$ cat config.mk
export PLATFORM = sky130hd
export DESIGN_NAME = css_scan
export DESIGN_NICKNAME = d
export VERILOG_FILES = /design/src/sv/css_pkg.sv /design/src/sv/css_scan.sv
export SDC_FILE = /design/constraint.sdc
export NUM_CORES = 1
export LEC_CHECK = 0
export ABC_CLOCK_PERIOD_IN_PS = 6570
export BUFFER_PORTS_ARGS = -buffer_cell sky130_fd_sc_hd__buf_2
export CAP_MARGIN = 10
export CORE_ASPECT_RATIO = 1.2
export CORE_MARGIN = 10
export CORE_UTILIZATION = 45
export CTS_BUF_LIST = sky130_fd_sc_hd__clkbuf_8 sky130_fd_sc_hd__clkbuf_16
export DETAILED_ROUTE_END_ITERATION = 16
export GPL_ROUTABILITY_DRIVEN = 0
export PLACE_DENSITY = 0.87
export RECOVER_POWER = 25
export SYNTH_ARGS = -nofsm -noshare
export SYNTH_HDL_FRONTEND = slang
export SYNTH_SLANG_ARGS = --single-unit
$ cat constraint.sdc
create_clock -name clock -period 6.57 [get_ports clock]
set_clock_uncertainty 0.05 [all_clocks]
set_input_delay 0.657 -clock clock [delete_from_list [all_inputs] [get_ports clock]]
set_output_delay 0.657 -clock clock [all_outputs]
set_load 0.01 [all_outputs]
$ cat src/sv/css_pkg.sv
// Shared types and constants of the CPU slice scheduler.
package css_pkg;

   localparam int TIME_W   = 16;
   localparam int PRIO_W   = 8;
   localparam int PINDEX_W = 6;

   typedef enum logic [1:0] {
      OP_CLEAR   = 2'd0,
      OP_LOAD    = 2'd1,
      OP_STEP    = 2'd2,
      OP_RESTART = 2'd3
   } op_type;

   typedef enum logic [2:0] {
      ST_RUN        = 3'd0,
      ST_IDLE_SLICE = 3'd1,
      ST_ALL_DONE   = 3'd2,
      ST_LOADED     = 3'd3,
      ST_FULL       = 3'd4,
      ST_CLEARED    = 3'd5
   } status_type;

   typedef enum logic [1:0] {
      MODE_FCFS = 2'd0,
      MODE_RR   = 2'd1,
      MODE_SJF  = 2'd2,
      MODE_PRIO = 2'd3
   } mode_type;

   localparam logic CSR_SCHED_MODE   = 1'b0;
   localparam logic CSR_TIME_QUANTUM = 1'b1;

   typedef struct packed {
      op_type              op;
      logic [TIME_W-1:0]   arrival_time;
      logic [TIME_W-1:0]   burst_time;
      logic [PRIO_W-1:0]   priority_level;
   } req_type;

   typedef struct packed {
      status_type          status;
      logic [PINDEX_W-1:0] proc_index;
      logic [TIME_W-1:0]   slice_start;
      logic [TIME_W-1:0]   slice_length;
      logic [TIME_W-1:0]   remaining_after;
      logic                completed;
      logic [TIME_W-1:0]   turnaround_time;
      logic [TIME_W-1:0]   waiting_time;
      logic [TIME_W-1:0]   response_time;
   } rsp_type;

   // One table entry as held in the stores.
   typedef struct packed {
      logic [TIME_W-1:0] arrival;
      logic [TIME_W-1:0] burst;
      logic [TIME_W-1:0] remaining;
      logic [PRIO_W-1:0] prio;
      logic [TIME_W-1:0] first_start;
   } entry_type;

   typedef struct packed {
      logic arrival;
      logic burst;
      logic remaining;
      logic prio;
      logic first_start;
   } wr_en_type;

   typedef struct packed {
      logic pending;
      logic hi_valid;
      logic lo_valid;
      logic best_valid;
   } scan_flags_type;

endpackage

$ cat src/sv/css_scan.sv
// Per-entry ready test and candidate tracking, one entry per cycle.
module css_scan #(
   parameter int ENTRIES = 64
) (
   input  logic                          clock,
   input  logic                          reset,
   input  logic                          start,
   input  logic                          eval_valid,
   input  logic [$clog2(ENTRIES)-1:0]    eval_idx,
   input  css_pkg::entry_type            entry,
   input  logic [css_pkg::TIME_W-1:0]    cur_time,
   input  logic [$clog2(ENTRIES)-1:0]    scan_pos,
   input  logic                          use_burst_key,
   output css_pkg::scan_flags_type       flags,
   output logic [$clog2(ENTRIES)-1:0]    hi_idx,
   output logic [$clog2(ENTRIES)-1:0]    lo_idx,
   output logic [$clog2(ENTRIES)-1:0]    best_idx
);

   localparam int IDX_W = $clog2(ENTRIES);
   localparam int TW    = css_pkg::TIME_W;

   css_pkg::scan_flags_type flags_ff, flags_in;
   logic [IDX_W-1:0] hi_ff, hi_in;
   logic [IDX_W-1:0] lo_ff, lo_in;
   logic [IDX_W-1:0] best_ff, best_in;
   logic [TW-1:0]    best_key_ff, best_key_in;
   logic             ready;
   logic [TW-1:0]    key;

   always_comb begin
      ready = (entry.remaining != '0) && (entry.arrival <= cur_time);
      key   = use_burst_key ? entry.burst
                            : {{(TW - css_pkg::PRIO_W){1'b0}}, entry.prio};
      flags_in    = flags_ff;
      hi_in       = hi_ff;
      lo_in       = lo_ff;
      best_in     = best_ff;
      best_key_in = best_key_ff;
      if (start) begin
         flags_in = '0;
      end else if (eval_valid) begin
         if (entry.remaining != '0) begin
            flags_in.pending = 1'b1;
         end
         if (ready) begin
            if (!flags_ff.lo_valid) begin
               flags_in.lo_valid = 1'b1;
               lo_in             = eval_idx;
            end
            if (!flags_ff.hi_valid && (eval_idx >= scan_pos)) begin
               flags_in.hi_valid = 1'b1;
               hi_in             = eval_idx;
            end
            // strict compare keeps the lowest slot on a tie
            if (!flags_ff.best_valid || (key < best_key_ff)) begin
               flags_in.best_valid = 1'b1;
               best_in             = eval_idx;
               best_key_in         = key;
            end
         end
      end
   end

   always_ff @(posedge clock) begin
      if (reset) begin
         flags_ff <= '0;
      end else begin
         flags_ff <= flags_in;
      end
   end

   always_ff @(posedge clock) begin
      hi_ff       <= hi_in;
      lo_ff       <= lo_in;
      best_ff     <= best_in;
      best_key_ff <= best_key_in;
   end

   assign flags    = flags_ff;
   assign hi_idx   = hi_ff;
   assign lo_idx   = lo_ff;
   assign best_idx = best_ff;

endmodule

After elaboration in Yosys (flattened, before gate mapping)
Index checks and enable logic that the tools add are counted.
{ "classes": {"order_cmp": 3, "muxes": 1, "n_bitwise": 2, "n_reduce_logical": 14} }
{ "ops": {"columns": ["operator", "count"], "rows": [
  ["$le 16x16->1", 1],
  ["$lt 16x16->1", 1],
  ["$mux 16", 1],
  ["$reduce_bool 16->1", 1],
  ["$reduce_and 4->1", 3],
  ["$ge 6x6->1", 1],
  ["$reduce_and 3->1", 2],
  ["$reduce_and 2->1", 2],
  ["$logic_and 1x1->1", 2],
  ["$logic_not 1->1", 2],
  ["$not 1->1", 2],
  ["$reduce_or 2->1", 1],
  ["$logic_or 1x1->1", 1]
]} }
{ "word_totals": {"ff_bits": 38, "in_bits": 105, "out_inout_bits": 22, "elab_cells": 28} }

Depth between registers and ports, before layout
Gate-level depths: netlist of run 1.
{ "depth": {"ltp_word": 4, "mapped_depth": 9, "depth_no_buf": 7} }

Least setup slack after synthesis of run 1
No wires, ideal clock.
{ "synth_timing": {"path_type": "in2reg", "start": "input use_burst_key", "end": "register best_ff[0], in the netlist best_idx[0], enable pin", "setup_ns": 0.457, "arrival_time_ns": 4.533, "t_required_ns": 6.063, "slack_ns": 1.530, "path_stages": 8, "n_path_buf": 1, "path_cell_list": "clkbuf_1 -> mux2_2 -> ha_1 -> or3b_2 -> o211a_1 -> nor4_1 -> o21ai_0 -> nor4_1"} }
{ "synth_between": {"elab_chain_cells": 4} }
{ "synth_rtl": {"columns": ["item", "line", "text"], "rows": [
  ["start, declared", "css_scan.sv:13", "input logic use_burst_key,"],
  ["$mux 16", "css_scan.sv:33", "key = use_burst_key ? entry.burst"],
  ["net key[2]", "css_scan.sv:29", "logic [TW-1:0] key;"],
  ["$lt 16x16->1", "css_scan.sv:56", "if (!flags_ff.best_valid || (key < best_key_ff)) begin"],
  ["$logic_or 1x1->1", "css_scan.sv:56", null],
  ["$reduce_and 4->1 (no line)", null, null],
  ["end signal, assigned", "css_scan.sv:76", "best_ff <= best_in;"],
  ["end, declared", "css_scan.sv:26", "logic [IDX_W-1:0] best_ff, best_in;"]
]} }
The timed path passes the listed nets, and every way through them passes these cells.
A chain may end at the register's enable or synchronous reset.

Final worst setup path of run 1
{ "layout_timing": {"start": "input use_burst_key", "end": "register best_key_ff[4], enable pin"} }
{ "layout_between": {"elab_chain_cells": 4} }
{ "layout_rtl": {"columns": ["item", "line", "text"], "rows": [
  ["$mux 16", "css_scan.sv:33", null],
  ["net key[2]", "css_scan.sv:29", null],
  ["$lt 16x16->1", "css_scan.sv:56", null],
  ["$logic_or 1x1->1", "css_scan.sv:56", null],
  ["$reduce_and 4->1 (no line)", null, null],
  ["end signal, assigned", "css_scan.sv:77", "best_key_ff <= best_key_in;"],
  ["end, declared", "css_scan.sv:27", "logic [TW-1:0] best_key_ff, best_key_in;"]
]} }
The timed path passes the listed nets, and every way through them passes these cells.

==> metrics, run 1 <==
register area share after synthesis=~47%; Critical Path Max Stage Delay=between 0.5 and 0.6 ns; max cap viols=0; Area growth syn-to-layout=32.69%; grt ovf=0; sw power=0.1425 mW; Final #Nets=470; clock buffer count from CTS=5; post_cts resized=0; top-count cell post-synth=inv_1; DRC errors left=0; H-tree depth=2; core region area=around 5000 um2; hold-fix buffer count after cts=0; number of global-route vias before repair=2,087; Power Internal=roughly 0.48 mW; Routed WL per cell=14.92 um; CTS tree=yes; die height=between 90 and 100 um; top_reg_cell synth=edfxtp_1; clock-pin slew on the worst setup and hold paths=~0.08 ns; crit start category=input pin; final clock period utilization by the worst path=58.69%; VDD IR-drop max=about 110 uV; final setup violation count=0; Commonest cells post-synth=38 x inv_1, 37 x ha_1, 34 x edfxtp_1, 12 x nand2_1, 11 x a21oi_1; PD cells=around 200 nW/um2; DRT Wirelength=roughly 5800 um; Setup Buffers After CTS=0; sequential share of power=roughly 45%; gr usage total=between 10% and 20%; critical path endpoint category=flip-flop; count of input and output buffers=110; RSZ-0062 raised after global routing=false; final worst path period need=3.856 ns; Max Fclk=about 260 MHz; Synth async-reset ratio=0%; part of the power in the clock network=38.3%; Critical Path AT=about 3.8 ns; crit-path max FO=17; Yosys top cell by area=edfxtp_1; via/cell ratio=roughly 5.1; Antenna Cells=0; Die W=approximately 86 um; Final Slew Violations=0; distinct cell type count after synthesis=37; final hold violation count=0; share of cells above drive strength 1=38.91%; Die ar.=around 8500 um2; share of the synthesized area in the top cell type=a little over two fifths; DP Wirelength=5070 um; row count=28; critical path's slowest cell=nor4_2; Worst Tran Pin Value=approximately 0.9 ns; Synth warnings=0; status=complete, no violations; CP Cell Sequence=clkbuf_1 -> mux2_2 -> ha_1 -> or3b_2 -> o211a_1 -> nor4_1 -> o21ai_0 -> nor4_2 -> buf_4; min-delay worst type=reg -> reg; clk buf depth=2; setup_tns=0 ns; first-pass GRT wire length=9515 um; mapped cell area=2350 um2; largest net degree at the start of global routing=18; Design Power=~0.62 mW; clock root cell=clkbuf_8; TritonRoute pass-1 iters=4; syn_nets=353; P_leak=between 1.5 and 2 nW; vias=1,966; clk_lat worst skew=approximately 0.29 ns; logic gate share of total power=16.9%; Synth Instances=between 200 and 250; io pins=between 100 and 150; CTS sink cnt=38; Antenna Nets Post-Route=0; Crit path required time=~6.5 ns; Post-Syn Area per Cell=around 11 um2; Initial Utilization=46.90%; initial antenna violation count=0; initial drt markers=61; EDFF count, synth=34; Slew HR=39.28%; kind of critical path=in -> reg; switch share=22.90%; #FFs+latches synth=38; top cells by area, synth=edfxtp_1 43%, ha_1 20%, inv_1 6.1%
-- final cells by class --
class,count,area [um2]
clock buffers,5,68.82
clock inverters,3,68.82
fillers,413,1892
inverters,38,142.6
multi-input cells,133,1105
flip-flops and latches,38,1101
well taps,60,75.07
repair buffers,112,556.8
-- metrics by stage --
stage | util, % | setup slack [ns] | std cells | area [um2] | hold slack (ns)
final | 62.24 | 2.714 | 389 | 3118 | 0.4188
after global routing | 62.24 | 2.457 | 389 | 3118 | 0.4479
after CTS | 62.41 | 2.927 | 389 | 3127 | 0.4263
after detailed placement | 59.67 | 2.645 | 381 | 2989 | 0.4153
after global placement | 59.67 | 2.642 | 381 | 2989 | 0.3925
after floorplan | - | 1.530 | 211 | 2350 | 0.4289
-- layout by cell type, fill, tap and decap left out, drive strengths merged, types with 3 or more instances in the layout --
cell type / synthesis / layout
nand4: 3 / 3
inv: 38 / 38
o21ai: 8 / 8
nor2: 9 / 9
nand2b: 3 / 3
nand2: 12 / 12
dfxtp: 4 / 4
nand3: 3 / 3
nor4: 4 / 4
or4: 5 / 5
buf: 0 / 105
edfxtp: 34 / 34
and2: 8 / 8
ha: 37 / 37
mux2: 8 / 8
a21oi: 11 / 11
clkbuf: 2 / 12
-- critical path: cells and delay by family --
family	cells	cell delay, ns
adders and majority gates	1	0.21
and+or+nand+nor	3	1.21
AOI/OAI and AO/OA	2	0.39
buffers and inverters	2	0.89
muxes	1	0.42
-- sequential cells by signal, summed over array words and instances (netlist names) --
signal / cells
flags: 4
lo_idx: 6
hi_idx: 6
best_idx: 6
best_key_ff: 16
-- cell families (layout without fill, tap and decap cells) --
logic type               count (synthesis)  after routing  synth area share [%]
AO/OA/AOI/OAI                           35             35                 10.76
adder cells (fa/ha/maj)                 37             37                 19.70
buffers and inverters                   40            158                 6.390
flip-flops                              38             38                 46.86
multiplexers                             8              8                 3.834
AND/OR/NAND/NOR                         53             53                 12.46
-- layer usage --
metal | vias up | share of wire (%) | GRT usage, %
met3 | 7 | 9.5 | 6.122
met2 | 68 | 53 | 25.56
met4 | 0 | 1.2 | 3.807
met1 | 893 | 37 | 12.78
met5 | - | 0 | 0
li1 | 998 | - | -
-- final timing paths --
kind,startpoint,to,slack [ns],depth (start not counted)
worst max-delay path,use_burst_key,best_key_ff[4],2.71,9
worst min-delay path,flags[3],flags[3],0.42,2
worst max register to register,best_key_ff[2],best_key_ff[4],3.65,8
worst min register to register,flags[3],flags[3],0.42,2
-- power groups by stage --
stage / combinational [mW] / sequential (mW) / clock (mW)
after detailed placement: 0.108 / 0.285 / 0
after global placement: 0.103 / 0.284 / 0
after CTS: 0.109 / 0.279 / 0.243
final: 0.105 / 0.279 / 0.238
after global routing: 0.122 / 0.280 / 0.253
after floorplan: 0.0558 / 0.287 / 0
(Power assumes the default switching activity.)
==> run 2: changes to the inputs <==
--- a/config.mk
+++ b/config.mk
@@ -5,7 +5,7 @@
 export SDC_FILE = /design/constraint.sdc
 export NUM_CORES = 1
 export LEC_CHECK = 0
-export ABC_CLOCK_PERIOD_IN_PS = 6570
+export ABC_CLOCK_PERIOD_IN_PS = 3700
 export BUFFER_PORTS_ARGS = -buffer_cell sky130_fd_sc_hd__buf_2
 export CAP_MARGIN = 10
 export CORE_ASPECT_RATIO = 1.2
==> constraint.sdc (replaced) <==
create_clock -name clock -period 3.7 [get_ports clock]
set_clock_uncertainty 0.05 [all_clocks]
set_input_delay 0.37 -clock clock [delete_from_list [all_inputs] [get_ports clock]]
set_output_delay 0.37 -clock clock [all_outputs]
set_load 0.01 [all_outputs]
==> metrics, run 2 (synthesis gave the netlist of run 1 again) <==
number of global-route vias before repair=2,201 (was 2,087); Die W=85.97 um (unchanged); CP Capture Point=best_idx[5] (was best_key_ff[4]); crit start category=input pin (unchanged); critical path endpoint category=flip-flop (unchanged); min-delay worst type=in -> reg (was reg -> reg); post_cts resized=0 (unchanged); dpl ws=0.4083 ns (was 2.645 ns); setup_tns=0 ns (unchanged); Slew HR=36.13% (was 39.28%); part of the power in the clock network=33.1% (was 38.3%); Worst setup startpoint=use_burst_key (unchanged); CP Cell Sequence=clkbuf_1 -> mux2_2 -> ha_1 -> or3b_2 -> o211a_1 -> nor4_1 -> o21ai_0 -> nor4_4 -> buf_4 (was clkbuf_1 -> mux2_2 -> ha_1 -> or3b_2 -> o211a_1 -> nor4_1 -> o21ai_0 -> nor4_2 -> buf_4); grt ovf=0 (unchanged); RR Startpoint=best_key_ff[2] (unchanged); Antenna Nets Post-Route=0 (unchanged); P_leak=1.531 nW (was 1.540 nW); Critical Path Max Stage Delay=0.50 ns (was 0.54 ns); final worst path period need=3.245 ns; crit-path max FO=22 (was 17); Final Slew Violations=0 (unchanged); DRC errors left=0 (unchanged); die height=99.16 um (unchanged); critical path's slowest cell=clkbuf_1 (was nor4_2); status=complete, no violations (unchanged); Antenna Cells=0 (unchanged); clk_lat worst skew=0.28 ns (was 0.29 ns); vias=1,913 (was 1,966); count of input and output buffers=110 (unchanged); DP Wirelength=5025 um (was 5070 um); CTS sink cnt=38 (unchanged); Setup WS post-layout=0.4549 ns (was 2.714 ns); hold-fix buffer count after cts=0 (unchanged); CTS tree=yes (unchanged); sw power=0.2417 mW (was 0.1425 mW); max reg flops=16 (unchanged); via/cell ratio=4.918 (was 5.054); Area growth syn-to-layout=31.84% (was 32.69%); r2r setup slk=1.09 ns (was 3.65 ns); Max Fclk=between 300 and 400 MHz; most common cell after layout, fill and taps aside=buf_2 (unchanged); VDD IR-drop max=194.2 uV (was 112.7 uV); clk buf depth=2 (unchanged); switch share=23.64% (was 22.90%); largest net degree at the start of global routing=23 (was 18); Die ar.=8524 um2 (unchanged); R2R cell count=8 (unchanged); TritonRoute pass-1 iters=4 (unchanged); H-tree depth=2 (unchanged); clock-pin slew on the worst setup and hold paths=0.07 ns (was 0.08 ns); row count=28 (unchanged); PD cells=330.1 nW/um2 (was 199.6 nW/um2); commonest non-fill, non-tap cells in the layout=103 x buf_2, 38 x inv_1, 37 x ha_1 (unchanged); sequential share of power=48.4% (was 44.8%); Largest Register=best_key_ff (unchanged); DRT Wirelength=5809 um (was 5805 um); final clock period utilization by the worst path=87.71%; Setup Buffers After CTS=0 (unchanged); initial drt markers=57 (was 61); Final #Nets=470 (unchanged); clock buffer count from CTS=5 (unchanged); first-pass GRT wire length=9328 um (was 9515 um); final setup violation count=0 (unchanged); gr usage total=13.32% (was 13.61%); core region area=5010 um2 (unchanged); clock root cell=clkbuf_8 (unchanged); io pins=127 (unchanged); Routed WL per cell=14.93 um (was 14.92 um); final hold violation count=0 (unchanged); share of cells above drive strength 1=38.91% (unchanged); Initial Utilization=46.90% (unchanged); Crit path required time=3.61 ns (was 6.50 ns); Worst Tran Pin Value=0.9508 ns (was 0.9039 ns); initial antenna violation count=0 (unchanged); reg2reg end=best_idx[5] (was best_key_ff[4]); max cap viols=0 (unchanged); Power Internal=0.7809 mW (was 0.4798 mW); kind of critical path=in -> reg (unchanged); logic gate share of total power=18.5% (was 16.9%); RSZ-0062 raised after global routing=false (unchanged); Critical Path AT=3.15 ns (was 3.79 ns)
[run 2: changes by cell type in the layout (fill, tap and decap cells not counted)]
cell / change
bufinv_16: -1
clkinv_2: +2
clkinv_4: -1
nor4_2: -1
nor4_4: +1
[run 2: power groups by stage]
stage	Combinational, mW	Sequential, mW	Clock [mW]
after CTS	0.194	0.495	0.349
after floorplan	0.101	0.509	0
after global placement	0.183	0.504	0
after global routing	0.217	0.497	0.374
final	0.189	0.495	0.338
after detailed placement	0.193	0.505	0
[run 2: cell type report]
type                       count  area [um2]
clock inverter                 3       40.04
clock buffer                   5       68.82
multi-input combinational    133        1114
timing repair buffer         112       556.8
inverter                      38       142.6
tap                           60       75.07
sequential                    38        1101
fill                         415        1912
[run 2: worst max-delay path: cells and delay by family]
family                     cells  cell delay [ns]
adders and majority gates      1             0.21
and+or+nand+nor                3             0.89
muxes                          1             0.42
buffers and inverters          2             0.83
AOI/OAI and AO/OA              2             0.42
[run 2: stage by stage]
| step | cells | hold WS (ns) | instance area, um2 | power [mW] | utilization (%) |
|---|---|---|---|---|---|
| finish | 389 | 0.3057 | 3098 | 1.023 | 61.84 |
| global route | 389 | 0.3103 | 3098 | 1.088 | 61.84 |
| CTS | 389 | 0.2442 | 3107 | 1.039 | 62.01 |
| detailed placement | 381 | 0.3991 | 2998 | 0.6979 | 59.84 |
| global placement | 381 | 0.3925 | 2998 | 0.6874 | 59.84 |
| floorplan | 211 | 0.4189 | 2365 | 0.6106 | - |
[run 2: worst min-delay path by stage]
| stage | from | end | slack (ns) | cells past startpoint |
|---|---|---|---|---|
| finish | eval_idx[0] | hi_idx[0] | 0.31 | 1 |
| global route | eval_idx[3] | hi_idx[3] | 0.31 | 1 |
| CTS | eval_idx[0] | hi_idx[0] | 0.24 | 1 |
| detailed placement | flags[3] | flags[3] | 0.40 | 2 |
| global placement | flags[3] | flags[3] | 0.39 | 2 |
| floorplan | eval_idx[0] | best_idx[0] | 0.42 | 0 |
[run 2: per-layer routing]
layer | track usage (%) | vias up | part of all wire [%]
met5 | 0 | - | 0
met4 | 3.299 | 0 | 0.83
met3 | 6.449 | 5 | 9.5
met2 | 24.81 | 65 | 53
met1 | 12.56 | 850 | 37
li1 | - | 993 | -
